`config.mk`:
```
export PLATFORM = sky130hd
export DESIGN_NAME = depth_to_color_gradient_unit
export DESIGN_NICKNAME = d
export VERILOG_FILES = /design/src/rtl/core/dcg_pkg.sv /design/src/rtl/core/dcg_div_cell.sv /design/src/rtl/core/dcg_shade.sv /design/src/rtl/core/depth_to_color_gradient_unit.sv
export SDC_FILE = /design/constraint.sdc
export NUM_CORES = 1
export LEC_CHECK = 0
export BUFFER_PORTS_ARGS = -buffer_cell sky130_fd_sc_hd__buf_2
export CELL_PAD_IN_SITES_DETAIL_PLACEMENT = 2
export CELL_PAD_IN_SITES_GLOBAL_PLACEMENT = 2
export CORE_UTILIZATION = 37
export CTS_CLUSTER_SIZE = 40
export DETAILED_ROUTE_END_ITERATION = 10
export HOLD_SLACK_MARGIN = 0.1
export PLACE_DENSITY = 0.78
export SLEW_MARGIN = 40
export SYNTH_ARGS = -nofsm -noshare
export SYNTH_HDL_FRONTEND = slang
export SYNTH_HIERARCHICAL = 1
export SYNTH_SLANG_ARGS = --single-unit
export TNS_END_PERCENT = 30
```
`constraint.sdc`:
```
create_clock -name clk -period 6.6 [get_ports clk]
set_input_delay 0.99 -clock clk [delete_from_list [all_inputs] [get_ports clk]]
set_output_delay 0.99 -clock clk [all_outputs]
set_load 0.005 [all_outputs]
```
`src/rtl/core/dcg_pkg.sv`:
```
`timescale 1ns / 1ps
package dcg_pkg;

  localparam int DEPTH_W = 16;
  localparam int CH_W    = 8;
  localparam int ADDR_W  = 4;
  localparam int DATA_W  = 32;

  // register indexes, taken from paddr[3:2]
  localparam logic [1:0] REG_RANGE_MIN = 2'd0;
  localparam logic [1:0] REG_RANGE_MAX = 2'd1;
  localparam logic [1:0] REG_INVALID   = 2'd2;

  localparam logic [DEPTH_W-1:0] RANGE_MIN_RESET = 16'd500;
  localparam logic [DEPTH_W-1:0] RANGE_MAX_RESET = 16'd4000;
  localparam logic [DEPTH_W-1:0] INVALID_RESET   = 16'd0;

  // gradient segments, the integer part of the position
  localparam logic [2:0] SEG_BLUE_CYAN    = 3'd0;
  localparam logic [2:0] SEG_CYAN_GREEN   = 3'd1;
  localparam logic [2:0] SEG_GREEN_YELLOW = 3'd2;
  localparam logic [2:0] SEG_YELLOW_RED   = 3'd3;

  typedef struct packed {
    logic valid;
    logic black;
  } ctl_t;

endpackage

```
`src/rtl/core/dcg_div_cell.sv`:
```
`timescale 1ns / 1ps
module dcg_div_cell
  import dcg_pkg::*;
#(
  parameter int QB = 11
) (
  input  logic               clk,
  input  logic               rst,
  input  ctl_t               ctl_in,
  input  logic [DEPTH_W-1:0] span_in,
  input  logic [DEPTH_W-1:0] rem_in,
  input  logic [QB-1:0]      num_in,
  input  logic [QB-1:0]      quot_in,
  output ctl_t               ctl,
  output logic [DEPTH_W-1:0] span,
  output logic [DEPTH_W-1:0] rem,
  output logic [QB-1:0]      num,
  output logic [QB-1:0]      quot
);

  logic [DEPTH_W:0]   trial;
  logic [DEPTH_W:0]   span_ext;
  logic [DEPTH_W:0]   trial_sub;
  logic               take;
  logic [DEPTH_W-1:0] rem_next;

  // one restoring step: bring down the next numerator bit, subtract if it fits
  assign trial     = {rem_in, num_in[QB-1]};
  assign span_ext  = {1'b0, span_in};
  assign trial_sub = trial - span_ext;
  assign take      = (trial >= span_ext);
  assign rem_next  = take ? trial_sub[DEPTH_W-1:0] : trial[DEPTH_W-1:0];

  always_ff @(posedge clk) begin
    if (rst) begin
      ctl <= '0;
    end else begin
      ctl <= ctl_in;
    end
  end

  always_ff @(posedge clk) begin
    span <= span_in;
    rem  <= rem_next;
    num  <= {num_in[QB-2:0], 1'b0};
    quot <= {quot_in[QB-2:0], take};
  end

endmodule

```
`src/rtl/core/dcg_shade.sv`:
```
`timescale 1ns / 1ps
module dcg_shade
  import dcg_pkg::*;
#(
  parameter int FRACTION_BITS = 8
) (
  input  logic                       clk,
  input  logic                       rst,
  input  ctl_t                       ctl_in,
  input  logic [FRACTION_BITS+2:0]   pos_in,
  output logic                       done,
  output logic [CH_W-1:0]            red,
  output logic [CH_W-1:0]            green,
  output logic [CH_W-1:0]            blue
);

  localparam int VW = FRACTION_BITS + 1;
  localparam logic [VW-1:0] ONE = VW'(1) << FRACTION_BITS;

  logic [2:0]    seg;
  logic [VW-1:0] frac;
  logic [VW-1:0] frac_inv;
  logic [VW-1:0] r_lvl;
  logic [VW-1:0] g_lvl;
  logic [VW-1:0] b_lvl;

  // floor(255 * v / ONE), 255 * v formed as v * 256 - v
  function automatic logic [CH_W-1:0] to_byte(input logic [VW-1:0] v);
    logic [VW+CH_W-1:0] prod;
    prod = {v, {CH_W{1'b0}}} - {{CH_W{1'b0}}, v};
    return prod[FRACTION_BITS+CH_W-1:FRACTION_BITS];
  endfunction

  assign seg      = pos_in[FRACTION_BITS+2:FRACTION_BITS];
  assign frac     = {1'b0, pos_in[FRACTION_BITS-1:0]};
  assign frac_inv = ONE - frac;

  always_comb begin
    unique case (seg)
      SEG_BLUE_CYAN: begin
        r_lvl = '0;    g_lvl = frac;     b_lvl = ONE;
      end
      SEG_CYAN_GREEN: begin
        r_lvl = '0;    g_lvl = ONE;      b_lvl = frac_inv;
      end
      SEG_GREEN_YELLOW: begin
        r_lvl = frac;  g_lvl = ONE;      b_lvl = '0;
      end
      SEG_YELLOW_RED: begin
        r_lvl = ONE;   g_lvl = frac_inv; b_lvl = '0;
      end
      default: begin
        // last stop, pure red
        r_lvl = ONE;   g_lvl = '0;       b_lvl = '0;
      end
    endcase
  end

  always_ff @(posedge clk) begin
    if (rst) begin
      done <= 1'b0;
    end else begin
      done <= ctl_in.valid;
    end
  end

  always_ff @(posedge clk) begin
    if (ctl_in.black) begin
      red   <= '0;
      green <= '0;
      blue  <= '0;
    end else begin
      red   <= to_byte(r_lvl);
      green <= to_byte(g_lvl);
      blue  <= to_byte(b_lvl);
    end
  end

endmodule

```
`src/rtl/core/depth_to_color_gradient_unit.sv`:
```
// channel   ports                                        handshake
// request   start, depth_sample                          start & !busy
// result    done, red, green, blue                       done, one cycle
// config    psel, penable, pwrite, paddr, pwdata,        psel & penable & pwrite
//           prdata, pready
//
// a request is taken every cycle; busy is high only while rst is held
// the pipeline is one division cell per quotient bit
// (FRACTION_BITS + 3 cells) plus the colour output register
// the receiver cannot stall, each result shows on done for one cycle
// rst clears the pipeline valid bits and loads the register reset values
`timescale 1ns / 1ps
module depth_to_color_gradient_unit
  import dcg_pkg::*;
#(
  parameter int FRACTION_BITS = 8
) (
  input  logic               clk,
  input  logic               rst,
  input  logic               start,
  input  logic [DEPTH_W-1:0] depth_sample,
  output logic               busy,
  output logic               done,
  output logic [CH_W-1:0]    red,
  output logic [CH_W-1:0]    green,
  output logic [CH_W-1:0]    blue,
  input  logic               psel,
  input  logic               penable,
  input  logic               pwrite,
  input  logic [ADDR_W-1:0]  paddr,
  input  logic [DATA_W-1:0]  pwdata,
  output logic [DATA_W-1:0]  prdata,
  output logic               pready
);

  localparam int QB = FRACTION_BITS + 3;

  logic [DEPTH_W-1:0] range_min_mm;
  logic [DEPTH_W-1:0] range_max_mm;
  logic [DEPTH_W-1:0] invalid_code;
  logic               cfg_wr;

  assign pready = 1'b1;
  assign cfg_wr = psel & penable & pwrite;

  always_ff @(posedge clk) begin
    if (rst) begin
      range_min_mm <= RANGE_MIN_RESET;
      range_max_mm <= RANGE_MAX_RESET;
      invalid_code <= INVALID_RESET;
    end else if (cfg_wr) begin
      unique case (paddr[3:2])
        REG_RANGE_MIN: range_min_mm <= pwdata[DEPTH_W-1:0];
        REG_RANGE_MAX: range_max_mm <= pwdata[DEPTH_W-1:0];
        REG_INVALID:   invalid_code <= pwdata[DEPTH_W-1:0];
        default:       ;
      endcase
    end
  end

  always_comb begin
    unique case (paddr[3:2])
      REG_RANGE_MIN: prdata = {{(DATA_W-DEPTH_W){1'b0}}, range_min_mm};
      REG_RANGE_MAX: prdata = {{(DATA_W-DEPTH_W){1'b0}}, range_max_mm};
      REG_INVALID:   prdata = {{(DATA_W-DEPTH_W){1'b0}}, invalid_code};
      default:       prdata = '0;
    endcase
  end

  assign busy = rst;

  // front end: clamp and set up the division (d - min) * 4 * ONE / span
  logic [DEPTH_W-1:0] clamped;
  logic [DEPTH_W-1:0] offset;
  ctl_t               ctl_front;

  always_comb begin
    if (depth_sample < range_min_mm) begin
      clamped = range_min_mm;
    end else if (depth_sample > range_max_mm) begin
      clamped = range_max_mm;
    end else begin
      clamped = depth_sample;
    end
  end

  assign offset          = clamped - range_min_mm;
  assign ctl_front.valid = start & ~busy;
  assign ctl_front.black = (depth_sample == invalid_code) |
                           (range_max_mm <= range_min_mm);

  ctl_t               ctl_c  [QB+1];
  logic [DEPTH_W-1:0] span_c [QB+1];
  logic [DEPTH_W-1:0] rem_c  [QB+1];
  logic [QB-1:0]      num_c  [QB+1];
  logic [QB-1:0]      quot_c [QB+1];

  // quotient fits in QB bits, so the top of the numerator starts as remainder
  assign ctl_c[0]  = ctl_front;
  assign span_c[0] = range_max_mm - range_min_mm;
  assign rem_c[0]  = {1'b0, offset[DEPTH_W-1:1]};
  assign num_c[0]  = {offset[0], {(QB-1){1'b0}}};
  assign quot_c[0] = '0;

  for (genvar i = 0; i < QB; i++) begin : g_cell
    dcg_div_cell #(
      .QB(QB)
    ) u_cell (
      .clk     (clk),
      .rst     (rst),
      .ctl_in  (ctl_c[i]),
      .span_in (span_c[i]),
      .rem_in  (rem_c[i]),
      .num_in  (num_c[i]),
      .quot_in (quot_c[i]),
      .ctl     (ctl_c[i+1]),
      .span    (span_c[i+1]),
      .rem     (rem_c[i+1]),
      .num     (num_c[i+1]),
      .quot    (quot_c[i+1])
    );
  end

  dcg_shade #(
    .FRACTION_BITS(FRACTION_BITS)
  ) u_shade (
    .clk    (clk),
    .rst    (rst),
    .ctl_in (ctl_c[QB]),
    .pos_in (quot_c[QB]),
    .done   (done),
    .red    (red),
    .green  (green),
    .blue   (blue)
  );

endmodule

```
==> results of run 1 <==
worst reg2reg max path: cells and delay by family (launching register included):
kind                     cells  cell delay (ns)
XOR/XNOR                     1             0.24
AND/OR/NAND/NOR              8             1.67
adder cells (fa/ha/maj)      3             1.04
flip-flops                   1             0.40
buffers and inverters        5             0.76
multiplexers                 1             0.34
AO/OA/AOI/OAI               10             1.69
power groups by stage:
stage / logic [uW] / clock network (uW) / registers (uW)
2_1_floorplan: 6220 / 0 / 4450
3_3_place_gp: 7470 / 0 / 4740
3_5_place_dp: 7870 / 0 / 4790
4_1_cts: 8050 / 3600 / 4750
5_1_grt: 8760 / 3720 / 4810
6_report: 8050 / 3510 / 4730
routing by layer:
layer  wire, um  vias to the layer above  part of all wire
met5          0                        -                 0
met4       2740                        0             0.030
met1      39300                    11404              0.43
li1           -                    10861                 -
met2      48200                      272              0.52
met3       1970                      167             0.021
flip-flops by register name (all words and copies together) (netlist names):
| register | count |
|---|---|
| range_max_mm | 16 |
| g_cell.u_cell/num | 55 |
| g_cell.u_cell/ctl | 22 |
| u_shade/done | 1 |
| g_cell.u_cell/rem | 160 |
| u_shade/green | 8 |
| g_cell.u_cell/span | 160 |
| u_shade/red | 8 |
| invalid_code | 16 |
| g_cell.u_cell/quot | 66 |
| u_shade/blue | 8 |
| range_min_mm | 16 |
layout by cell type (no fill, tap or decap), types with 17 or more instances in the layout:
master	count
a211o_1	25
o21a_1	38
a31oi_1	32
clkbuf_16	59
and3_1	25
o21bai_1	31
nand4_1	36
dfxtp_1	530
buf_4	83
nor3_1	44
o31ai_1	17
buf_2	81
nand2_1	243
mux2_4	75
nand3_1	28
nor2b_1	55
a211oi_1	28
mux2i_1	51
conb_1	28
a21oi_1	197
nor2_1	141
a41o_1	18
mux2_2	54
ha_1	240
o21ai_0	124
xnor2_1	91
o21ai_1	18
a21o_1	47
o211ai_1	34
inv_1	305
xor2_1	63
how the worst max path moves through the flow:
stage	start	end	slack (ns)	cells after the start
global route	range_max_mm[7]	g_cell[0].u_cell/rem[3]	-0.02	28
CTS	range_max_mm[14]	g_cell[0].u_cell/rem[12]	0.11	28
detailed placement	depth_sample[11]	g_cell[0].u_cell/rem[10]	-0.37	27
finish	depth_sample[14]	g_cell[0].u_cell/rem[3]	0.36	28
floorplan	depth_sample[14]	g_cell[0].u_cell/rem[10]	0.34	24
global placement	depth_sample[14]	g_cell[0].u_cell/rem[6]	-0.16	26
stage by stage:
step	hold WS (ns)	instance area, um^2
after floorplan	0.310	28700
after global placement	0.311	30200
after detailed placement	0.314	30200
after CTS	0.280	32200
after global routing	0.293	32400
final	0.288	32400
final cells by class:
type | instances | area, um^2 | share of cell area
diodes | 1 | 2.50 | 0.0000773
clock buffers | 75 | 1590 | 0.0490
clock inverters | 34 | 480 | 0.0148
inverters | 312 | 1190 | 0.0367
multi-input cells | 2073 | 16000 | 0.494
flip-flops and latches | 536 | 10700 | 0.332
well taps | 1030 | 1290 | 0.0398
repair buffers | 167 | 1080 | 0.0335
what timing repair did:
action | CTS | global route
hold endpoints to repair | 0 | 0
setup endpoints to repair | 0 | 17
setup buffers | 0 | 4
resized for setup | 0 | 20
==> results.md, run 1 <==
- Sw Ratio: 0.392
- Later-pin clock latency in the skew report: 0.65 ns
- Slew @ Worst Pin: 0.852 ns
- Slowest CP cell: fa_1
- DP Cell Count: 4112
- Core area: 0.0762 mm^2
- Place WS: -0.366 ns
- # hold bufs at CTS: 0
- Outcome: finished, final reports clean
- Reg2Reg Launch Point: range_max_mm[5]
- M1 GR Usage: 0.274
- Max Transition Viols Final: 0
- Reg2reg setup slack: 0.36 ns
- Fin. Hold Viols: 0
- Fin nets: 3459
- CTS max path bufs: 3
- Crit-path leading delay family: simple AND/OR/NAND/NOR gates
- Worst VDD drop: 235 uV
- Tot GR Track Use: 0.232
- CTS tree: built
- Initial antenna violation count: 0
- P_leak: 0.0145 uW
- Synth Warn #: 6
- Slowest stage delay, CP: 0.43 ns
- Required time of the critical path: 7.11 ns
- Die width: 280 um
- FF-to-FF End: g_cell[0].u_cell/rem[3]
- ANT nets after route: 0
- Die Y: 280 um
- DR pass1 iterations: 4
- GR Util met2: 0.436
- Num CTS Buffers: 58
- Max-Cap Viols: 0
- Hold Path Class: reg -> reg
- Fraction of layout cells with a size suffix above 1: 0.154
- Vias in the first global route: 25495
- Tot Pwr: 16300 uW
- CTS root buf: clkbuf_16
- Final HPWL DP: 69600 um
- Register share of total power: 0.290
- CP max FO: 8
- Combinational share of power: 0.494
- # port buffers: 81
- Vias/cell: 5.37
- H-tree depth: 2
- Total grt overflow: 0
- Syn avg cell area: 9.44 um^2
- Initial DRC Count: 979
- Total number of vias: 22704
- Die area: 0.0783 mm^2
- Net Sw Power: 6390 uW
- Fmax: 0.160 GHz
- Final setup margin: 0.363 ns
- Reg2Reg Depth: 28
- Setup crit end kind: register
- Syn Inst Count: 3024
- Area growth syn-to-layout: 13.3%
- Crit path DAT: 6.75 ns
- Sink Count: 536
- GR Util met3: 0.0229
- First-pass GRT wire length: 145000 um
- I/O Pins: 117
- Layout Skew: 0.0428 ns
- Final WL: 92200 um
- Final setup fails: 0
- Clk pwr share: 0.216
- P_int: 9910 uW
- Hold Crit Endpoint: g_cell[8].u_cell/quot[5]
- Initial cell density of the core: 0.375
- WP buf/inv: 5
- CP Launch Type: primary input
- Hold_sp: g_cell[7].u_cell/quot[4]
- Cell Pwr Density: 504 mW/mm^2
- Clock-pin slew on the worst setup and hold paths: 0.07 ns
- Tcrit/Tclk final: 0.945
- Final Non-Filler Cells: 4228
- Gpl congestion: 0.864
- Hold Crit Depth: 0
- Relative slew margins: 0.427
- Mapped Area: 0.0286 mm^2
- Busiest grt layer: met2
- Largest net degree at the start of global routing: 63
- DRC violations left: 0
- Fillcell total: 8191
- Final TNS setup: 0 ns
- Final core utilization: 0.425
- Row cnt: 101
- CP Class: in -> reg
- Min Clock Period, post-route: 6.24 ns
- Average wire per standard cell: 21.8 um
No activity file was read; power rests on OpenSTA's default activity.
==> run 2: changes to the inputs <==
==> constraint.sdc (replaced) <==
create_clock -name clk -period 6.6 [get_ports clk]
set_input_delay 0 -clock clk [delete_from_list [all_inputs] [get_ports clk]]
set_output_delay 0 -clock clk [all_outputs]
set_load 0.005 [all_outputs]
==> run 2 against run 1 <==
Global-route usage is 0.13 points higher; critical path depth down 3; flip-flop and latch count is the same; setup slack got worse by 0.32 ns; clock power fell by 2%; core utilization decreased by 0.12 points; critical path type is now reg -> reg; non-clock buffer count is 24 lower.
==> results.md, run 2 (same netlist as run 1, synthesis figures left out) <==
- Final WL: 94000 um (was 92200 um)
- Vias/cell: 5.41 (was 5.37)
- Outcome: finished, final reports clean (unchanged)
- Slew @ Worst Pin: 0.867 ns (was 0.852 ns)
- Final TNS setup: 0 ns (unchanged)
- Relative slew margins: 0.417 (was 0.427)
- Fraction of layout cells with a size suffix above 1: 0.138 (was 0.154)
- Num CTS Buffers: 59 (was 58)
- Sink Count: 536 (unchanged)
- Initial cell density of the core: 0.375 (unchanged)
- Cell Pwr Density: 503 mW/mm^2 (was 504 mW/mm^2)
- DP Cell Count: 4050 (was 4112)
- Required time of the critical path: 7.13 ns (was 7.11 ns)
- Initial antenna violation count: 1 (was 0)
- CTS max path bufs: 3 (unchanged)
- Initial DRC Count: 926 (was 979)
- Slowest stage delay, CP: 0.55 ns (was 0.43 ns)
- Layout Skew: 0.0372 ns (was 0.0428 ns)
- Clock-pin slew on the worst setup and hold paths: 0.07 ns (about the same)
- Tcrit/Tclk final: 0.994 (was 0.945)
- Fmax: 0.152 GHz (was 0.160 GHz)
- P_int: 9770 uW (was 9910 uW)
- Uppermost routed layer: met4 (unchanged)
- Total number of vias: 22751 (was 22704)
- Worst VDD drop: 262 uV (was 235 uV)
- Reg2Reg Depth: 25 (was 28)
- Net Sw Power: 6450 uW (was 6390 uW)
- Sw Ratio: 0.398 (was 0.392)
- ANT nets after route: 0 (unchanged)
- # port buffers: 81 (unchanged)
- Max-Cap Viols: 0 (unchanged)
- Clk pwr share: 0.212 (was 0.216)
- Slowest CP cell: a2111oi_4 (was fa_1)
- DRC violations left: 0 (unchanged)
- DRT met1 WL: 39400 um (was 39300 um)
- CP Class: reg -> reg (was in -> reg)
- Final core utilization: 0.423 (was 0.425)
- Crit path top cell by count: a21oi_1
- CTS root buf: clkbuf_16 (unchanged)
- Hold Path Class: in -> reg (was reg -> reg)
- Gpl congestion: 0.844 (was 0.864)
- Largest net degree at the start of global routing: 63 (unchanged)
- Met3 Wirelength: 2260 um (was 1970 um)
- Row cnt: 101 (unchanged)
- Final Non-Filler Cells: 4204 (was 4228)
- Tot Pwr: 16200 uW (was 16300 uW)
- H-tree depth: 2 (unchanged)
- I/O Pins: 117 (unchanged)
- Min Clock Period, post-route: 6.56 ns (was 6.24 ns)
- Die area: 0.0783 mm^2 (unchanged)
- Total grt overflow: 0 (unchanged)
- Later-pin clock latency in the skew report: 0.66 ns (was 0.65 ns)
- Worst hold margin: 0.191 ns (was 0.288 ns)
- Hold Crit Depth: 4 (was 0)
- Final setup fails: 0 (unchanged)
- Average wire per standard cell: 22.4 um (was 21.8 um)
- Combinational share of power: 0.495 (was 0.494)
- Largest registers: g_cell.u_cell/rem: 160 flops, g_cell.u_cell/span: 160 flops, g_cell.u_cell/quot: 66 flops (unchanged)
- Die Y: 280 um (unchanged)
- Fin nets: 3436 (was 3459)
- Reg2reg setup slack: 0.04 ns (was 0.36 ns)
- DR pass1 iterations: 5 (was 4)
- CTS tree: built (unchanged)
- Crit path DAT: 7.09 ns (was 6.75 ns)
- Vias in the first global route: 25463 (was 25495)
- Die width: 280 um (unchanged)
- CP Launch Type: register (was primary input)
- Commonest cells after routing, fill and taps aside: 530 x dfxtp_1, 305 x inv_1, 243 x nand2_1 (unchanged)
- Tot GR Track Use: 0.233 (was 0.232)
- Final HPWL DP: 68800 um (was 69600 um)
- Commonest non-fill, non-tap cell in the layout: dfxtp_1 (unchanged)
- CP max FO: 12 (was 8)
- Max Transition Viols Final: 0 (unchanged)
- Register share of total power: 0.293 (was 0.290)
- Routed wl met2: 49200 um (was 48200 um)
- Setup crit end kind: register (unchanged)
- Area growth syn-to-layout: 13.0% (was 13.3%)
- P_leak: 0.0144 uW (was 0.0145 uW)
- Core area: 0.0762 mm^2 (unchanged)
- Antenna diode count: 0 (was 1)
- Fin. Hold Viols: 0 (unchanged)
- First-pass GRT wire length: 145000 um (about the same)
## run 2: cell count changes in the layout (fill, tap and decap cells not counted), moves of 3 or more
cell / delta
dlygate4sd3_1: +33
clkbuf_1: +3
bufinv_16: -3
buf_4: -57
clkinv_2: +3
ha_1: -3
nor3_2: -3
inv_6: -4
## run 2: critical path: cells and delay by family, from the launching register on
family | cells | cell delay [ns]
xor+xnor | 1 | 0.20
simple gates | 6 | 1.32
mux | 1 | 0.33
buf+inv | 3 | 0.56
fa+ha+maj | 3 | 1.13
flops | 1 | 0.40
compound gates | 11 | 2.47
## run 2: path summary, 6_finish.rpt
path,start,endpoint
worst max-delay path,range_max_mm[11],g_cell[0].u_cell/rem[15]
worst max register to register,range_max_mm[11],g_cell[0].u_cell/rem[15]
worst min-delay path,pwdata[6],invalid_code[6]
worst min register to register,g_cell[4].u_cell/quot[3],g_cell[5].u_cell/quot[4]
## run 2: cell type report
| cell class | count | area, um^2 |
|---|---|---|
| Clock buffer | 77 | 1590 |
| Clock inverter | 33 | 425 |
| Fill cell | 8188 | 43900 |
| Inverter | 312 | 1190 |
| Multi-Input combinational cell | 2073 | 16000 |
| Sequential cell | 536 | 10700 |
| Tap cell | 1030 | 1290 |
| Timing Repair Buffer | 143 | 987 |
## run 2: what timing repair did
| item | 4_1_cts | 5_1_grt |
|---|---|---|
| hold buffers | 30 | 3 |
| gates cloned | 0 | 1 |
| setup buffers | 0 | 9 |
| pin swaps | 1 | 9 |
| endpoints found under the setup margin | 15 | 17 |
| gates resized for setup | 2 | 27 |
| endpoints found under the hold margin | 71 | 2 |
## run 2: metal layers
| layer | vias to the layer above | GRT usage |
|---|---|---|
| met5 | - | 0 |
| met4 | 0 | 0.0796 |
| met3 | 180 | 0.0256 |
| met2 | 322 | 0.440 |
| met1 | 11435 | 0.270 |
| li1 | 10814 | - |
## run 2: power groups by stage
stage / combinational, uW / clock, uW / sequential (uW)
5_1_grt: 8720 / 3660 / 4820
2_1_floorplan: 6220 / 0 / 4450
3_5_place_dp: 7810 / 0 / 4800
3_3_place_gp: 7390 / 0 / 4750
4_1_cts: 7980 / 3540 / 4760
6_report: 8020 / 3440 / 4750
## run 2: metrics by stage
step	instance area [um^2]	worst slack, ns
finish	32300	0.0410
global route	32300	-0.197
CTS	32000	0.00426
detailed placement	29700	0.00103
global placement	29700	0.292
floorplan	28700	0.405
==> run 3: changes to the inputs <==
Settings changed: BUFFER_PORTS_ARGS -buffer_cell sky130_fd_sc_hd__buf_2 to -buffer_cell sky130_fd_sc_hd__buf_4, CTS_BUF_LIST from default to sky130_fd_sc_hd__clkbuf_16.
==> run 3 against run 2 <==
Fmax grew 4.9%; first-iteration DRC count shrank 13%; design area is essentially flat; clock skew grew 0.0022 ns; combinational power is essentially flat; largest power group unchanged; critical endpoint is now g_cell[0].u_cell/rem[3]; hold slack lost 0.026 ns; global-route usage shrank 0.28 points; power shrank 1.2%; cell count is essentially flat.
==> results.md, run 3 (same netlist as run 1, synthesis figures left out) <==
- P_leak: 0.0144 uW (about the same)
- CP Launch Type: register (unchanged)
- Tcrit/Tclk final: 0.947 (was 0.994)
- First-pass GRT wire length: 143000 um (was 145000 um)
- Reg2reg setup slack: 0.35 ns (was 0.04 ns)
- Vias/cell: 5.42 (was 5.41)
- Final Instance Area: 0.0323 mm^2 (about the same)
- Total number of vias: 22768 (was 22751)
- Die width: 280 um (unchanged)
- Fin. Hold Viols: 0 (unchanged)
- Register share of total power: 0.295 (was 0.293)
- Die Y: 280 um (unchanged)
- Fin nets: 3433 (was 3436)
- Antenna diode count: 0 (unchanged)
- Largest registers: g_cell.u_cell/rem: 160 flops, g_cell.u_cell/span: 160 flops, g_cell.u_cell/quot: 66 flops (unchanged)
- Combinational share of power: 0.499 (was 0.495)
- Commonest non-fill, non-tap cell in the layout: dfxtp_1 (unchanged)
- Largest net degree at the start of global routing: 63 (unchanged)
- Commonest cells after routing, fill and taps aside: 534 x dfxtp_1, 312 x inv_1, 243 x nand2_1 (was 530 x dfxtp_1, 305 x inv_1, 243 x nand2_1)
- DR pass1 iterations: 5 (unchanged)
- Cell Pwr Density: 496 mW/mm^2 (was 503 mW/mm^2)
- CP Class: reg -> reg (unchanged)
- Crit path DAT: 6.78 ns (was 7.09 ns)
- Clk pwr share: 0.206 (was 0.212)
- H-tree depth: 2 (unchanged)
- Average wire per standard cell: 21.8 um (was 22.4 um)
- Slew @ Worst Pin: 0.899 ns (was 0.867 ns)
- I/O Pins: 117 (unchanged)
- CTS tree: built (unchanged)
- Max Transition Viols Final: 0 (unchanged)
- Sw Ratio: 0.398 (about the same)
- Min Clock Period, post-route: 6.25 ns (was 6.56 ns)
- Row cnt: 101 (unchanged)
- Vias in the first global route: 25309 (was 25463)
- Worst hold margin: 0.165 ns (was 0.191 ns)
- Tot GR Track Use: 0.231 (was 0.233)
- Area growth syn-to-layout: 13.1% (was 13.0%)
- P_int: 9650 uW (was 9770 uW)
- Final WL: 91700 um (was 94000 um)
- Net Sw Power: 6380 uW (was 6450 uW)
- Setup crit end kind: register (unchanged)
- Sink Count: 536 (unchanged)
- Later-pin clock latency in the skew report: 0.65 ns (was 0.66 ns)
- CTS root buf: clkbuf_16 (unchanged)
- # port buffers: 81 (unchanged)
- Final HPWL DP: 69200 um (was 68800 um)
- Num CTS Buffers: 59 (unchanged)
- Clock-pin slew on the worst setup and hold paths: 0.07 ns (about the same)
- Die area: 0.0783 mm^2 (unchanged)
- DRC violations left: 0 (unchanged)
- Final setup fails: 0 (unchanged)
- Hold Path Class: in -> reg (unchanged)
- Unrepaired setup endpoints after global routing: no
- Slowest CP cell: fa_1 (was a2111oi_4)
- Core area: 0.0762 mm^2 (unchanged)
- Final TNS setup: 0 ns (unchanged)
- Initial antenna violation count: 0 (was 1)
- Placed cell area: 0.0299 mm^2 (was 0.0297 mm^2)
- Slowest stage delay, CP: 0.42 ns (was 0.55 ns)
- Fraction of layout cells with a size suffix above 1: 0.132 (was 0.138)
- CTS max path bufs: 3 (unchanged)
- Outcome: finished, final reports clean (unchanged)
- CP max FO: 10 (was 12)
- Total grt overflow: 0 (unchanged)
- Layout Skew: 0.0394 ns (was 0.0372 ns)
- Gpl congestion: 0.866 (was 0.844)
- Initial cell density of the core: 0.375 (unchanged)
- Max-Cap Viols: 0 (unchanged)
- Required time of the critical path: 7.13 ns (about the same)
- ANT nets after route: 0 (unchanged)
- Relative slew margins: 0.396 (was 0.417)
- Initial DRC Count: 810 (was 926)
- Worst VDD drop: 238 uV (was 262 uV)
- Fmax: 0.160 GHz (was 0.152 GHz)
[run 3: cell types whose count changed in the layout (fill, tap and decap cells not counted), moves of 5 or more]
cell / previous run / this run
buf_2: 81 / 0
buf_4: 26 / 105
clkinv_1: 0 / 14
clkbuf_1: 13 / 0
inv_1: 305 / 312
clkbuf_8: 5 / 0
[run 3: area by class of cell]
cell class | instances | area (um^2)
flip-flops and latches | 536 | 10700
well taps | 1030 | 1290
fillers | 8220 | 43900
inverters | 312 | 1190
clock buffers | 59 | 1480
clock inverters | 52 | 469
repair buffers | 140 | 1140
multi-input cells | 2073 | 16000
[run 3: through the flow]
step | std cells | util | power [uW] | setup slack (ns)
after floorplan | 3050 | - | 10700 | 0.405
after global placement | 4051 | 0.392 | 12200 | 0.371
after detailed placement | 4052 | 0.393 | 12600 | 0.0195
after CTS | 4192 | 0.422 | 16100 | 0.0561
after global routing | 4202 | 0.424 | 17000 | 0.0208
final | 4202 | 0.424 | 16000 | 0.349
[run 3: path summary, 6_finish.rpt]
| kind | start | end | cells after the start |
|---|---|---|---|
| max | range_max_mm[15] | g_cell[0].u_cell/rem[3] | 28 |
| min | paddr[2] | invalid_code[15] | 4 |
| max reg2reg | range_max_mm[15] | g_cell[0].u_cell/rem[3] | 28 |
| min reg2reg | g_cell[6].u_cell/quot[6] | g_cell[7].u_cell/quot[7] | 0 |
[run 3: what timing repair did]
| item | in CTS | in global routing |
|---|---|---|
| pin swaps | 0 | 3 |
| endpoints found under the hold margin | 71 | 5 |
| setup buffers | 0 | 6 |
| hold buffers | 29 | 3 |
| resized for setup | 1 | 14 |
| setup endpoints to repair | 13 | 17 |
[run 3: power by group through the flow]
stage,combinational [uW],clock [uW],sequential [uW]
after floorplan,6220,0,4450
after global placement,7430,0,4760
after detailed placement,7830,0,4800
after CTS,7990,3400,4750
after global routing,8710,3530,4810
final,7990,3300,4730
[run 3: per-layer routing]
| layer | vias to the layer above | share of wire | wire, um | GRT usage |
|---|---|---|---|---|
| met4 | 0 | 0.038 | 3440 | 0.0935 |
| met5 | - | 0 | 0 | 0 |
| li1 | 10812 | - | - | - |
| met2 | 352 | 0.52 | 47600 | 0.429 |
| met1 | 11396 | 0.42 | 38500 | 0.267 |
| met3 | 208 | 0.023 | 2150 | 0.0247 |
[run 3: critical path: cells and delay by family (launching register included)]
family | cells | cell delay [ns]
AO/OA/AOI/OAI | 10 | 1.83
AND/OR/NAND/NOR | 7 | 1.31
adder cells (fa/ha/maj) | 4 | 1.29
buffers and inverters | 4 | 0.66
multiplexers | 2 | 0.47
flip-flops | 1 | 0.40
XOR/XNOR | 1 | 0.20
